**config.mk**
```make
export PLATFORM = sky130hd
export DESIGN_NAME = utf16_utf32_to_utf8_transcoder
export DESIGN_NICKNAME = d
export VERILOG_FILES = /design/src/rtl/utf_pkg.sv /design/src/rtl/utf_front.sv /design/src/rtl/utf_queue.sv /design/src/rtl/utf_back.sv /design/src/rtl/utf16_utf32_to_utf8_transcoder.sv
export SDC_FILE = /design/constraint.sdc
export NUM_CORES = 1
export LEC_CHECK = 0
export ABC_CLOCK_PERIOD_IN_PS = 4200
export BUFFER_PORTS_ARGS = -buffer_cell sky130_fd_sc_hd__buf_2
export CORE_UTILIZATION = 44
export CTS_CLUSTER_SIZE = 16
export DETAILED_ROUTE_END_ITERATION = 7
export PLACE_DENSITY = 0.68
export SLEW_MARGIN = 20
export SYNTH_ARGS = -nofsm -noshare
export SYNTH_HDL_FRONTEND = slang
export SYNTH_SLANG_ARGS = --single-unit
```
**constraint.sdc**
```tcl
create_clock -name clock -period 4.2 [get_ports clock]
set_clock_uncertainty 0.15 [all_clocks]
set_input_delay 0.84 -clock clock [delete_from_list [all_inputs] [get_ports clock]]
set_output_delay 0.84 -clock clock [all_outputs]
set_load 0.1 [all_outputs]
```
**src/rtl/utf_pkg.sv**
```systemverilog
// Shared types and constants for the UTF-16/UTF-32 to UTF-8 transcoder.
// Used by every module under rtl; depends on nothing else.
package utf_pkg;

   // Configuration port
   localparam int CSR_ADDR_W = 3;
   localparam int CSR_DATA_W = 32;
   localparam logic [0:0] REG_ENCODING_MODE = 1'b0;
   localparam int MODE_W = 3;

   // Source encodings
   localparam logic [MODE_W-1:0] MODE_UTF8    = 3'd0;
   localparam logic [MODE_W-1:0] MODE_UTF16LE = 3'd1;
   localparam logic [MODE_W-1:0] MODE_UTF16BE = 3'd2;
   localparam logic [MODE_W-1:0] MODE_UTF32LE = 3'd3;
   localparam logic [MODE_W-1:0] MODE_UTF32BE = 3'd4;
   localparam logic [MODE_W-1:0] MODE_RAW     = 3'd5;

   // Byte order mark and encoding limits
   localparam logic [7:0]  BOM_BYTE0  = 8'hef;
   localparam logic [7:0]  BOM_BYTE1  = 8'hbb;
   localparam logic [7:0]  BOM_BYTE2  = 8'hbf;
   localparam logic [31:0] UNIT_BOM   = 32'h0000_feff;
   localparam logic [31:0] LIMIT_1B   = 32'h0000_0080;
   localparam logic [31:0] LIMIT_2B   = 32'h0000_0800;
   localparam logic [31:0] LIMIT_3B   = 32'h0001_0000;
   localparam logic [31:0] LIMIT_4B   = 32'h0011_0000;
   localparam logic [7:0]  LEAD_2B    = 8'hc0;
   localparam logic [7:0]  LEAD_3B    = 8'he0;
   localparam logic [7:0]  LEAD_4B    = 8'hf0;
   localparam logic [7:0]  CONT_MARK  = 8'h80;

   localparam int QUEUE_DEPTH_DEFAULT = 4;

   typedef enum logic {
      JOB_BYTES = 1'b0,
      JOB_UNIT  = 1'b1
   } job_kind_type;

   // One queued piece of work: up to three literal bytes or one code point.
   typedef struct packed {
      job_kind_type kind;
      logic [23:0]  data;
      logic [1:0]   last_idx;
      logic         eot;
   } job_type;

   typedef struct packed {
      logic full;
      logic empty;
   } queue_status_type;

endpackage

```
**src/rtl/utf_front.sv**
```systemverilog
// Front end: accepts source bytes, gathers code units, strips byte order marks
// and hands finished jobs to the queue. Depends on utf_pkg.
module utf_front (
   input  logic                           clock,
   input  logic                           reset,
   input  logic                           cfg_restart,
   input  logic [utf_pkg::MODE_W-1:0]     mode,
   input  logic                           accept,
   input  logic [7:0]                     in_byte,
   input  logic                           in_eot,
   output logic                           job_push,
   output utf_pkg::job_type               job
);
   import utf_pkg::*;

   logic [23:0] held_ff, held_in;
   logic [1:0]  cnt_ff, cnt_in;
   logic        first_ff, first_in;

   logic [23:0] hold_data;
   logic [7:0]  bom_expect;
   logic [31:0] cp;
   logic        unit;
   logic        drop;

   assign hold_data = held_ff | (24'(in_byte) << {cnt_ff, 3'b000});

   always_comb begin
      case (cnt_ff)
         2'd0: begin
            bom_expect = BOM_BYTE0;
         end
         2'd1: begin
            bom_expect = BOM_BYTE1;
         end
         default: begin
            bom_expect = BOM_BYTE2;
         end
      endcase
   end

   always_comb begin
      held_in  = held_ff;
      cnt_in   = cnt_ff;
      first_in = first_ff;
      job_push = 1'b0;
      job      = '{kind: JOB_BYTES, data: 24'(in_byte), last_idx: 2'd0, eot: in_eot};
      cp       = '0;
      unit     = 1'b0;
      drop     = 1'b0;

      case (mode)
         MODE_UTF8: begin
            if (!first_ff) begin
               job_push = 1'b1;
            end else if (in_byte == bom_expect) begin
               if (cnt_ff == 2'd2) begin
                  first_in = 1'b0;
                  held_in  = '0;
                  cnt_in   = '0;
               end else begin
                  held_in = hold_data;
                  cnt_in  = cnt_ff + 2'd1;
                  // A partial mark at the end of the text is passed on as is.
                  if (in_eot) begin
                     job_push     = 1'b1;
                     job.data     = hold_data;
                     job.last_idx = cnt_ff;
                  end
               end
            end else begin
               job_push     = 1'b1;
               job.data     = hold_data;
               job.last_idx = cnt_ff;
               first_in     = 1'b0;
               held_in      = '0;
               cnt_in       = '0;
            end
         end
         MODE_UTF16LE, MODE_UTF16BE: begin
            if (cnt_ff == 2'd0) begin
               held_in = hold_data;
               cnt_in  = cnt_ff + 2'd1;
            end else begin
               unit = 1'b1;
               cp   = (mode == MODE_UTF16LE) ? {16'd0, in_byte, held_ff[7:0]}
                                             : {16'd0, held_ff[7:0], in_byte};
            end
         end
         MODE_UTF32LE, MODE_UTF32BE: begin
            if (cnt_ff != 2'd3) begin
               held_in = hold_data;
               cnt_in  = cnt_ff + 2'd1;
            end else begin
               unit = 1'b1;
               cp   = (mode == MODE_UTF32LE)
                    ? {in_byte, held_ff[23:16], held_ff[15:8], held_ff[7:0]}
                    : {held_ff[7:0], held_ff[15:8], held_ff[23:16], in_byte};
            end
         end
         default: begin
            job_push = 1'b1;
         end
      endcase

      if (unit) begin
         drop     = first_ff && (cp == UNIT_BOM);
         first_in = 1'b0;
         held_in  = '0;
         cnt_in   = '0;
         if (!drop && (cp < LIMIT_4B)) begin
            job_push = 1'b1;
            job.kind = JOB_UNIT;
            job.data = cp[23:0];
            if (cp < LIMIT_1B) begin
               job.last_idx = 2'd0;
            end else if (cp < LIMIT_2B) begin
               job.last_idx = 2'd1;
            end else if (cp < LIMIT_3B) begin
               job.last_idx = 2'd2;
            end else begin
               job.last_idx = 2'd3;
            end
         end
      end

      if (in_eot) begin
         held_in  = '0;
         cnt_in   = '0;
         first_in = 1'b1;
      end

      job_push = job_push && accept;
   end

   always_ff @(posedge clock) begin
      if (reset || cfg_restart) begin
         held_ff  <= '0;
         cnt_ff   <= '0;
         first_ff <= 1'b1;
      end else if (accept) begin
         held_ff  <= held_in;
         cnt_ff   <= cnt_in;
         first_ff <= first_in;
      end
   end

endmodule

```
**src/rtl/utf_queue.sv**
```systemverilog
// Short job queue between the front end and the byte serializer.
// Depends on utf_pkg for the job type.
module utf_queue #(
   parameter int DEPTH = utf_pkg::QUEUE_DEPTH_DEFAULT
) (
   input  logic                       clock,
   input  logic                       reset,
   input  logic                       push,
   input  utf_pkg::job_type           push_job,
   input  logic                       pop,
   output utf_pkg::job_type           head,
   output utf_pkg::queue_status_type  status
);
   import utf_pkg::*;

   localparam int PW = (DEPTH > 1) ? $clog2(DEPTH) : 1;
   localparam int CW = $clog2(DEPTH + 1);

   job_type         mem_ff [DEPTH];
   logic [PW-1:0]   wr_ptr_ff, wr_ptr_in;
   logic [PW-1:0]   rd_ptr_ff, rd_ptr_in;
   logic [CW-1:0]   count_ff, count_in;
   logic            do_push, do_pop;

   assign status.full  = (count_ff == CW'(DEPTH));
   assign status.empty = (count_ff == '0);
   assign do_push      = push && !status.full;
   assign do_pop       = pop && !status.empty;
   assign head         = mem_ff[rd_ptr_ff];

   always_comb begin
      wr_ptr_in = wr_ptr_ff;
      rd_ptr_in = rd_ptr_ff;
      count_in  = count_ff;
      if (do_push) begin
         wr_ptr_in = (wr_ptr_ff == PW'(DEPTH - 1)) ? '0 : wr_ptr_ff + 1'b1;
      end
      if (do_pop) begin
         rd_ptr_in = (rd_ptr_ff == PW'(DEPTH - 1)) ? '0 : rd_ptr_ff + 1'b1;
      end
      if (do_push && !do_pop) begin
         count_in = count_ff + 1'b1;
      end else if (do_pop && !do_push) begin
         count_in = count_ff - 1'b1;
      end
   end

   always_ff @(posedge clock) begin
      if (reset) begin
         wr_ptr_ff <= '0;
         rd_ptr_ff <= '0;
         count_ff  <= '0;
      end else begin
         wr_ptr_ff <= wr_ptr_in;
         rd_ptr_ff <= rd_ptr_in;
         count_ff  <= count_in;
      end
   end

   always_ff @(posedge clock) begin
      if (do_push) begin
         mem_ff[wr_ptr_ff] <= push_job;
      end
   end

endmodule

```
**src/rtl/utf_back.sv**
```systemverilog
// Back end: turns the job at the queue head into UTF-8 bytes, one per cycle while
// the output is not stalled, into a registered result stage. Depends on utf_pkg.
module utf_back (
   input  logic                       clock,
   input  logic                       reset,
   input  utf_pkg::job_type           head,
   input  logic                       head_valid,
   output logic                       head_pop,
   input  logic                       rsp_take,
   output logic                       rsp_valid,
   output logic [7:0]                 rsp_byte,
   output logic                       rsp_last,
   output logic                       rsp_eot
);
   import utf_pkg::*;

   logic [1:0]  idx_ff;
   logic        out_valid_ff;
   logic [7:0]  out_byte_ff;
   logic        out_last_ff;
   logic        out_eot_ff;

   logic        out_free;
   logic        advance;
   logic        at_last;
   logic [1:0]  grp_left;
   logic [4:0]  shamt;
   logic [5:0]  seg;
   logic [7:0]  lead;
   logic [7:0]  next_byte;

   assign out_free = !out_valid_ff || rsp_take;
   assign advance  = out_free && head_valid;
   assign at_last  = (idx_ff == head.last_idx);
   assign head_pop = advance && at_last;

   // Continuation bytes take six code point bits each, highest group first.
   assign grp_left = head.last_idx - idx_ff;
   assign shamt    = 5'(grp_left) * 5'd6;
   assign seg      = 6'(head.data[20:0] >> shamt);

   always_comb begin
      case (head.last_idx)
         2'd0: begin
            lead = {1'b0, head.data[6:0]};
         end
         2'd1: begin
            lead = LEAD_2B | {3'b000, head.data[10:6]};
         end
         2'd2: begin
            lead = LEAD_3B | {4'h0, head.data[15:12]};
         end
         default: begin
            lead = LEAD_4B | {5'h00, head.data[20:18]};
         end
      endcase
   end

   always_comb begin
      if (head.kind == JOB_BYTES) begin
         next_byte = head.data[{idx_ff, 3'b000} +: 8];
      end else if (idx_ff == 2'd0) begin
         next_byte = lead;
      end else begin
         next_byte = CONT_MARK | {2'b00, seg};
      end
   end

   always_ff @(posedge clock) begin
      if (reset) begin
         out_valid_ff <= 1'b0;
         idx_ff       <= '0;
      end else if (advance) begin
         out_valid_ff <= 1'b1;
         idx_ff       <= at_last ? 2'd0 : idx_ff + 2'd1;
      end else if (rsp_take) begin
         out_valid_ff <= 1'b0;
      end
   end

   always_ff @(posedge clock) begin
      if (advance) begin
         out_byte_ff <= next_byte;
         out_last_ff <= at_last;
         out_eot_ff  <= head.eot;
      end
   end

   assign rsp_valid = out_valid_ff;
   assign rsp_byte  = out_byte_ff;
   assign rsp_last  = out_last_ff;
   assign rsp_eot   = out_eot_ff;

endmodule

```
**src/rtl/utf16_utf32_to_utf8_transcoder.sv**
```systemverilog
// Top level of the UTF-16/UTF-32 to UTF-8 transcoder: register port, front end,
// job queue and byte serializer. Depends on utf_pkg, utf_front, utf_queue, utf_back.
//
//   Channel   Ports                                         Transaction when
//   input     push, full, req_in_byte, req_end_of_text      push && !full
//   result    empty, pop, rsp_out_byte, rsp_last_of_run,    pop && !empty
//             rsp_ends_text
//   config    psel, penable, pwrite, paddr, pwdata,         psel && penable && pwrite
//             prdata, pready
//
// An input byte is taken every cycle while the job queue has room; the result
// side delivers one byte per cycle while it is popped, so a code unit that expands
// to N bytes occupies the serializer for its whole run and sets the sustained rate.
// The first byte of a job is written into the job queue and then into the result
// register before it is on the result ports.
// Reset is synchronous and selects UTF-8 mode with an empty pipeline.
// Either side may stall; the queue and the result register absorb the slack.
module utf16_utf32_to_utf8_transcoder #(
   parameter int QUEUE_DEPTH = utf_pkg::QUEUE_DEPTH_DEFAULT
) (
   input  logic                              clock,
   input  logic                              reset,
   input  logic                              push,
   output logic                              full,
   input  logic [7:0]                        req_in_byte,
   input  logic                              req_end_of_text,
   output logic                              empty,
   input  logic                              pop,
   output logic [7:0]                        rsp_out_byte,
   output logic                              rsp_last_of_run,
   output logic                              rsp_ends_text,
   input  logic                              psel,
   input  logic                              penable,
   input  logic                              pwrite,
   input  logic [utf_pkg::CSR_ADDR_W-1:0]    paddr,
   input  logic [utf_pkg::CSR_DATA_W-1:0]    pwdata,
   output logic [utf_pkg::CSR_DATA_W-1:0]    prdata,
   output logic                              pready
);
   import utf_pkg::*;

   logic [MODE_W-1:0] mode_ff, mode_in;
   logic              csr_write;
   logic              csr_hit;
   logic              accept;
   logic              job_push;
   job_type           job;
   job_type           head;
   queue_status_type  q_status;
   logic              head_pop;
   logic              rsp_valid;

   assign pready    = 1'b1;
   assign csr_hit   = (paddr[CSR_ADDR_W-1:2] == REG_ENCODING_MODE);
   assign csr_write = psel && penable && pwrite && csr_hit;
   assign mode_in   = csr_write ? pwdata[MODE_W-1:0] : mode_ff;
   assign prdata    = csr_hit ? CSR_DATA_W'(mode_ff) : '0;

   always_ff @(posedge clock) begin
      if (reset) begin
         mode_ff <= MODE_UTF8;
      end else begin
         mode_ff <= mode_in;
      end
   end

   assign full   = q_status.full;
   assign accept = push && !full;

   utf_front u_front (
      .clock       (clock),
      .reset       (reset),
      .cfg_restart (csr_write),
      .mode        (mode_ff),
      .accept      (accept),
      .in_byte     (req_in_byte),
      .in_eot      (req_end_of_text),
      .job_push    (job_push),
      .job         (job)
   );

   utf_queue #(
      .DEPTH (QUEUE_DEPTH)
   ) u_queue (
      .clock    (clock),
      .reset    (reset),
      .push     (job_push),
      .push_job (job),
      .pop      (head_pop),
      .head     (head),
      .status   (q_status)
   );

   utf_back u_back (
      .clock      (clock),
      .reset      (reset),
      .head       (head),
      .head_valid (!q_status.empty),
      .head_pop   (head_pop),
      .rsp_take   (pop && rsp_valid),
      .rsp_valid  (rsp_valid),
      .rsp_byte   (rsp_out_byte),
      .rsp_last   (rsp_last_of_run),
      .rsp_eot    (rsp_ends_text)
   );

   assign empty = !rsp_valid;

`ifndef ASSERT_OFF
   // The rest of a multi-byte run is already queued, so the next byte follows at once.
   a_run_continues: assert property (@(posedge clock) disable iff (reset)
      (!empty && pop && !rsp_last_of_run) |=> !empty)
      else $error("result run broken before its last byte");

   // All bytes of one run come from the same input transaction.
   a_run_eot_stable: assert property (@(posedge clock) disable iff (reset)
      (!empty && pop && !rsp_last_of_run) |=> (rsp_ends_text == $past(rsp_ends_text)))
      else $error("end-of-text flag changed within a run");

   // A job is only removed from the queue when the queue holds one, as its last byte enters the result register.
   a_pop_needs_job: assert property (@(posedge clock) disable iff (reset)
      head_pop |-> !q_status.empty)
      else $error("queue popped while empty");
`endif

endmodule

```
==> Word-level counts from Yosys, hierarchy flattened <==
Memories as Yosys holds them, arrays and structs flattened. A register that Yosys moved wholly into a read port is not among the register bits.
Cells that the tools add are included.
{ "word_totals": {"in_bits": 51, "ff_bits": 50, "ram_bits": 112, "memories": 1} }
{ "mem_list": {"columns": ["name", "depth", "width", "rd", "rd_ports_with_merged_regs", "wr", "line", "source"], "rows": [
  ["u_queue.mem_ff", 4, 28, 1, 1, 1, "utf_queue.sv:19", "job_type mem_ff [DEPTH];"]
]} }
{ "op_classes": {"n_addsub": 7, "reduce_logical": 36, "eq_ne": 18, "muxes": 63, "shifts": 3, "n_lt_le_gt_ge": 4, "bitwise": 2, "multipliers": 1} }
{ "op_table": {"columns": ["operator", "count"], "rows": [
  ["$mux 24", 7],
  ["$mux 26", 5],
  ["$mux 32", 3],
  ["$pmux 24 s3", 1],
  ["$pmux 32 s2", 1],
  ["$mux 27", 2],
  ["$eq 32x16->1 const B", 1],
  ["$lt 32x12->1 const B", 1],
  ["$lt 32x17->1 const B", 1],
  ["$lt 32x21->1 const B", 1],
  ["$lt 32x8->1 const B", 1],
  ["$mux 2", 14],
  ["$or 24x24->24", 1],
  ["$pmux 8 s3", 1],
  ["$shiftx 24x6->8", 1],
  ["$shl 8x5->24", 1],
  ["$shr 21x5->6", 1],
  ["$mux 1", 19],
  ["$mux 16", 1],
  ["$mux 8", 2],
  ["$logic_and 1x1->1", 14],
  ["$pmux 7 s2", 1],
  ["$ne 4x2->1 const B", 3],
  ["$mux 3", 3],
  ["27 further kinds", 48]
]} }

==> Depth between registers and ports, before layout <==
{ "depth": {"depth_word": 16, "ltp_mapped": 15, "mapped_depth_nobuf": 14} }

==> Modules after synthesis <==
From an unflattened synthesis, not the netlist that was laid out.
{ "unflattened": {"cells_unflattened": 661, "hier_area_um2": 8524.4} }
{ "by_module_without_submodules": {"columns": ["module", "area_each_um2", "instances", "seq_area_each_um2", "cells_per_inst"], "rows": [
  ["utf_queue", 4541.9, 1, 3543.4, 196],
  ["utf_front", 2442.3, 1, 540.5, 309],
  ["utf_back", 1112.3, 1, 360.3, 103],
  ["utf16_utf32_to_utf8_transcoder", 427.9, 1, 60.1, 53]
]} }

==> Worst setup path before layout <==
No wires, ideal clock.
{ "synth_path": {"path_type": "register -> register", "start": "register u_queue.count_ff[0]", "end": "register u_queue.count_ff[2]", "path_slack_ns": -0.184, "path_stages_with_launch": 12, "t_arrival_ns": 4.163, "setup_ns": 0.071, "cell_sequence": "dfxtp_1 nor3b_1 nor2b_1 inv_1 a31o_2 a21oi_2 ha_1 inv_1 fa_1 xor2_1 or3_1 a21oi_1"} }
{ "synth_between": {"elab_chain_len": 8, "word_cells_on_any_way": 19, "cone_classes": "add/sub (2); eq/ne (1); mux (2); reduce/logical (14)"} }
{ "synth_lines": {"columns": ["item", "line", "source"], "rows": [
  ["start, declared", "utf_queue.sv:22", "logic [CW-1:0] count_ff, count_in;"],
  ["start signal, assigned", "utf_queue.sv:56", "count_ff <= count_in;"],
  ["$eq 3x3->1 (*)", "utf_queue.sv:25", "assign status.full = (count_ff == CW'(DEPTH));"],
  ["via full", "utf16_utf32_to_utf8_transcoder.sv:24", "output logic full,"],
  ["$logic_not 1->1 (*)", "utf_queue.sv:27, utf16_utf32_to_utf8_transcoder.sv:68", null],
  ["$logic_and 1x1->1", "utf16_utf32_to_utf8_transcoder.sv:68", "assign accept = push && !full;"],
  ["$logic_and 1x1->1", "utf_front.sv:133", "job_push = job_push && accept;"],
  ["$logic_and 1x1->1 (*)", "utf_queue.sv:27", "assign do_push = push && !status.full;"],
  ["via u_queue.do_push", "utf_queue.sv:23", "logic do_push, do_pop;"],
  ["$logic_not 1->1", "utf_queue.sv:43", "end else if (do_pop && !do_push) begin"],
  ["$logic_and 1x1->1", "utf_queue.sv:43", null],
  ["$reduce_bool 2->1 (no line)", null, null]
]} }
Mark *: on every way through the listed nets, which the timed path passes. The rest lies on a longest branch. The select of a mux whose other input is x is not followed.
A chain may end at the register's enable or synchronous reset.

==> Worst setup path after layout <==
{ "layout_path": {"start": "register u_front.cnt_ff[1]", "end": "register u_queue.count_ff[2]"} }
{ "layout_between": {"elab_chain_len": 14, "word_cells_on_any_way": 30, "cone_classes": "order compare (1); eq/ne (5); mux (14); reduce/logical (10)"} }
{ "layout_lines": {"columns": ["item", "line", "source"], "rows": [
  ["start, declared", "utf_front.sv:17", "logic [1:0] cnt_ff, cnt_in;"],
  ["start signal, assigned", "utf_front.sv:143", "cnt_ff <= cnt_in;"],
  ["branches (longest 8 deep; another with $lt 32x21->1)", null, null],
  ["$mux 1 (*)", "utf_front.sv:106", "if (unit) begin"],
  ["$logic_and 1x1->1 (*)", "utf_front.sv:133", null],
  ["$logic_and 1x1->1 (*)", "utf_queue.sv:27", null],
  ["via u_queue.do_push", "utf_queue.sv:23", null],
  ["$logic_not 1->1", "utf_queue.sv:43", null],
  ["$logic_and 1x1->1", "utf_queue.sv:43", null],
  ["$reduce_bool 2->1 (no line)", null, null]
]} }
Mark *: on every way through the listed nets, which the timed path passes.

==> flow_results.org <==
** Floorplan
- The die covers 0.0197 mm^2.
- Number of rows in the core area :: 50
- Chip height :: 140 um
- Area of the placeable core :: 0.0187 mm^2
- For this design the top-level I/O count stands at 96.
- Once the floorplan was initialized, standard cells occupied 45.0% of the core.
- The die is 140 um wide.

** Worst setup path
- Crit-path max FO :: 10
- CP Data Arrival Time :: 4.16 ns
- Cell breakdown of the critical path :: ha_1 -> nor4bb_1 -> o21bai_1 -> o211ai_1 -> a31o_2 -> a21oi_2 -> ha_1 -> inv_1 -> fa_1 -> xor2_1 -> or3_1 -> a21oi_1
- Worst setup path category :: flop to flop
- Critical Path Max Stage Delay :: 0.56 ns
- For the worst setup path, the data required time is 4.41 ns.
- Counting both buffers and inverters, the worst setup path holds a total of 1.
- Broken down by cell family, the worst path's largest delay share belongs to compound AO/OA/AOI/OAI gates.
- The worst register-to-register path has a setup slack of 0.25 ns.
- Category of the worst setup path capture point :: flop
- STA classifies the critical path startpoint as a flop.
- Most used cell, CP :: sky130_fd_sc_hd__ha_1
- Cell type of the slowest stage on the worst timing path :: sky130_fd_sc_hd__dfxtp_1

** Clock tree
- Inserted Clock Buffers :: 17
- In this run, post-CTS repair resized a total of 0 instances.
- Num Clock Sinks :: 164
- Setup fix buffers added after clock tree synthesis :: 0
- CTS placed an instance of sky130_fd_sc_hd__clkbuf_16 at the clock tree root.
- For the worst-skew pair, the clock arrives at the later sink with an insertion delay of 0.43 ns.
- Clock-pin slew was measured on the worst setup and hold paths at 0.07 ns.
- The number of hold buffers added after CTS was 0.
- No sink is reached through more buffers than the 2 on the longest clock path.
- TritonCTS clock tree :: yes
- H-tree Lvls :: 4

** Logic synthesis
- The synthesized design contains 122 enable-type register cells.
- By area the synthesized netlist is led by sky130_fd_sc_hd__edfxtp_1, sky130_fd_sc_hd__dfxtp_1, sky130_fd_sc_hd__mux4_2.
- Synthesis produced 674 cells.
- Synth Flop Type :: sky130_fd_sc_hd__edfxtp_1
- The mapped netlist covers 0.00841 mm^2.
- Yosys instantiated no cell more often than sky130_fd_sc_hd__edfxtp_1.
- Avg Cell Area, Syn :: 12.5 um^2
- Of all flip-flops after synthesis, the portion carrying an async set or reset was 0%.
- Top cells by instance count after synthesis :: sky130_fd_sc_hd__edfxtp_1, sky130_fd_sc_hd__a22oi_1, sky130_fd_sc_hd__nor2_1, sky130_fd_sc_hd__dfxtp_1, sky130_fd_sc_hd__a21oi_1
- Area share of the largest cell type after synthesis :: 43.6%
- Warnings from Yosys :: 0
- Sequential elements use 53.6% of the synthesized area.
- The netlist uses 75 different library cells.
- Of all cell types, the one taking the most synthesized area is sky130_fd_sc_hd__edfxtp_1.
- Count of state elements after synthesis :: 164

** Timing
- For the pin with the worst max-slew slack, the measured transition is 0.703 ns.
- Setup slack on the critical path of the routed design comes to 0.249 ns.
- Setup repair after global routing missed its margin :: no
- The number of max-slew violations in the final report was 0.
- Fin crit period :: 3.95 ns
- After routing, the total negative slack on setup checks comes to 0 ns.
- Measured against its own limit, the worst slew margin works out to 53.0%.
- Hold Vio Cnt, Final :: 0
- Dividing the final minimum period by the clock period gives 94.1%.
- Static timing analysis puts the maximum clock frequency at 253 MHz.
- Total of endpoints with negative setup slack in the final report :: 0

** Drt
- Number of vias in the routed layout :: 5776
- Dividing the detail-routed via count by the number of cells gives 6.05.
- The first detailed-routing pass took 8 iterations.
- In the routed design, unresolved DRC markers number 0.
- Routed length per placed instance :: 21.3 um
- The detail route stage leaves a number of antenna-violating nets equal to 0.
- Wire length reported by the detailed router :: 20300 um
- Number of design-rule violations left by the first detailed-router iteration :: 525

** GRT
- Overall global routing resource usage :: 21.6%
- GRT overflow :: 0
- Global-route wire length before repair :: 32000 um
- The via count of the first global-routing pass was 5639.
- The initial antenna violation count is 0.
- Pin count of the biggest net entering global routing :: 29

** Finish
- Register cell area after layout :: 0.00451 mm^2
- 0 antenna diodes ended up in the layout.
- Area growth, synth to finish :: 11.0%
- The post-route netlist has 19.7% of its cells at a drive strength greater than 1.
- Fillcell total :: 1587
- Finished Cell Area :: 0.00933 mm^2
- Final Core Density :: 49.9%
- Number of nets in the layout :: 778
- The multi-input combinational cells in the finished layout cover a total of 0.00350 mm^2.
- Filler-free cell count of the finished design :: 954

** Placement
- Dpl hpwl :: 14200 um
- Routability congestion estimate from global placement :: 0.900
- At the placement stage, the worst setup path has a slack of 0.265 ns.
- The placed instances occupy a cell area of 0.00873 mm^2.
- Once placement completed, the tool counted placed cells totaling 922.
- Input and output buffers added on the ports amount to 34.

** Run
- Max-cap violations :: 0

** Power
- In this run the static leakage power is 3.35 nW.
- IR analysis of the VDD net gives a maximum drop of 0.000337 V.
- Ratio of total power to cell area :: 624 mW/mm^2

** Hold path
- The path class of the tightest hold or removal check is flop to flop.

** Outcome
- Result of the run :: completed
sequential cells by signal (all words and copies together) (netlist names), 2 cells and up, named ones only:
register           cells
u_queue.rd_ptr_ff      2
u_queue.count_ff       3
u_queue.wr_ptr_ff      2
u_queue.mem_ff       112
u_front.cnt_ff         2
u_front.held_ff       24
u_back.rsp_byte        8
mode_ff                3
u_back.idx_ff          2
worst min-delay path, stage by stage (launching register included):
cell and delay, ns:
sky130_fd_sc_hd__dfxtp_1 0.33, sky130_fd_sc_hd__nand2_1 0.06, sky130_fd_sc_hd__a21oi_1 0.05
report_power, final:
part	internal, mW	leakage [nW]	switching, mW
Sequential	1.99	1.51	0.0930
Clock	0.897	0.296	0.679
Combinational	0.697	1.54	1.47
Total	3.59	3.35	2.24
cell type report:
type / count / area share, %
clock buffer: 18 / 4.60
clock inverter: 14 / 1.80
inverter: 24 / 0.965
multi-input combinational: 443 / 37.6
sequential: 164 / 48.3
tap: 234 / 3.14
timing repair buffer: 57 / 3.67
worst paths after layout:
kind | startpoint | end | cells after the start
max | u_front.cnt_ff[1]$_SDFFE_PP0P_ | u_queue.count_ff[2]$_SDFFE_PP0P_ | 12
min | u_back.rsp_valid$_SDFFE_PP0P_ | u_back.rsp_valid$_SDFFE_PP0P_ | 2
max reg2reg | u_front.cnt_ff[1]$_SDFFE_PP0P_ | u_queue.count_ff[2]$_SDFFE_PP0P_ | 12
min reg2reg | u_back.rsp_valid$_SDFFE_PP0P_ | u_back.rsp_valid$_SDFFE_PP0P_ | 2
metal layers:
metal	vias to the layer above	routed length [um]	track usage, %
met5	-	0	0
met4	0	489	8.73
met3	47	1030	3.21
met2	237	9950	35.7
met1	2869	8880	28.7
li1	2623	-	-
placed cells by master, fill, tap and decap left out, drive strengths merged, types with 3 or more instances in the layout:
cell,Yosys,final
clkinv,1,6
a2111oi,4,4
nor2,53,53
o31ai,3,3
a22o,3,3
nor4,3,3
nand2,32,32
and2,6,6
nor2b,7,7
a221oi,5,5
and4b,3,3
xor2,3,3
conb,2,30
buf,54,57
nand3,5,5
a21o,6,6
mux2,3,3
clkbuf,17,18
a21oi,39,39
o32ai,5,5
o22ai,16,16
ha,19,19
mux4,30,30
dfxtp,42,42
edfxtp,122,122
a222oi,4,4
o21ai,16,16
o21a,3,3
mux2i,24,24
a22oi,54,54
o22a,4,4
or4,4,4
nand2b,8,8
inv,23,30
and3,6,6
nor3,10,10
nor4bb,4,4
through the flow:
| stage | hold slack [ns] | power [mW] |
|---|---|---|
| 6_report | 0.327 | 5.83 |
| 5_1_grt | 0.375 | 6.10 |
| 4_1_cts | 0.333 | 5.86 |
| 3_5_place_dp | 0.321 | 4.28 |
| 3_3_place_gp | 0.302 | 4.24 |
| 2_1_floorplan | 0.289 | 3.88 |
logic make-up after synthesis:
family | share of synthesized area [%]
adders and majority gates | 3.07
other | 0.0893
muxes | 11.3
xor gates and xnor gates | 0.833
and+or+nand+nor | 9.88
DFF | 53.6
AOI/OAI and AO/OA | 15.1
buffers and inverters | 6.16
Power figures use the tool's default switching activity.
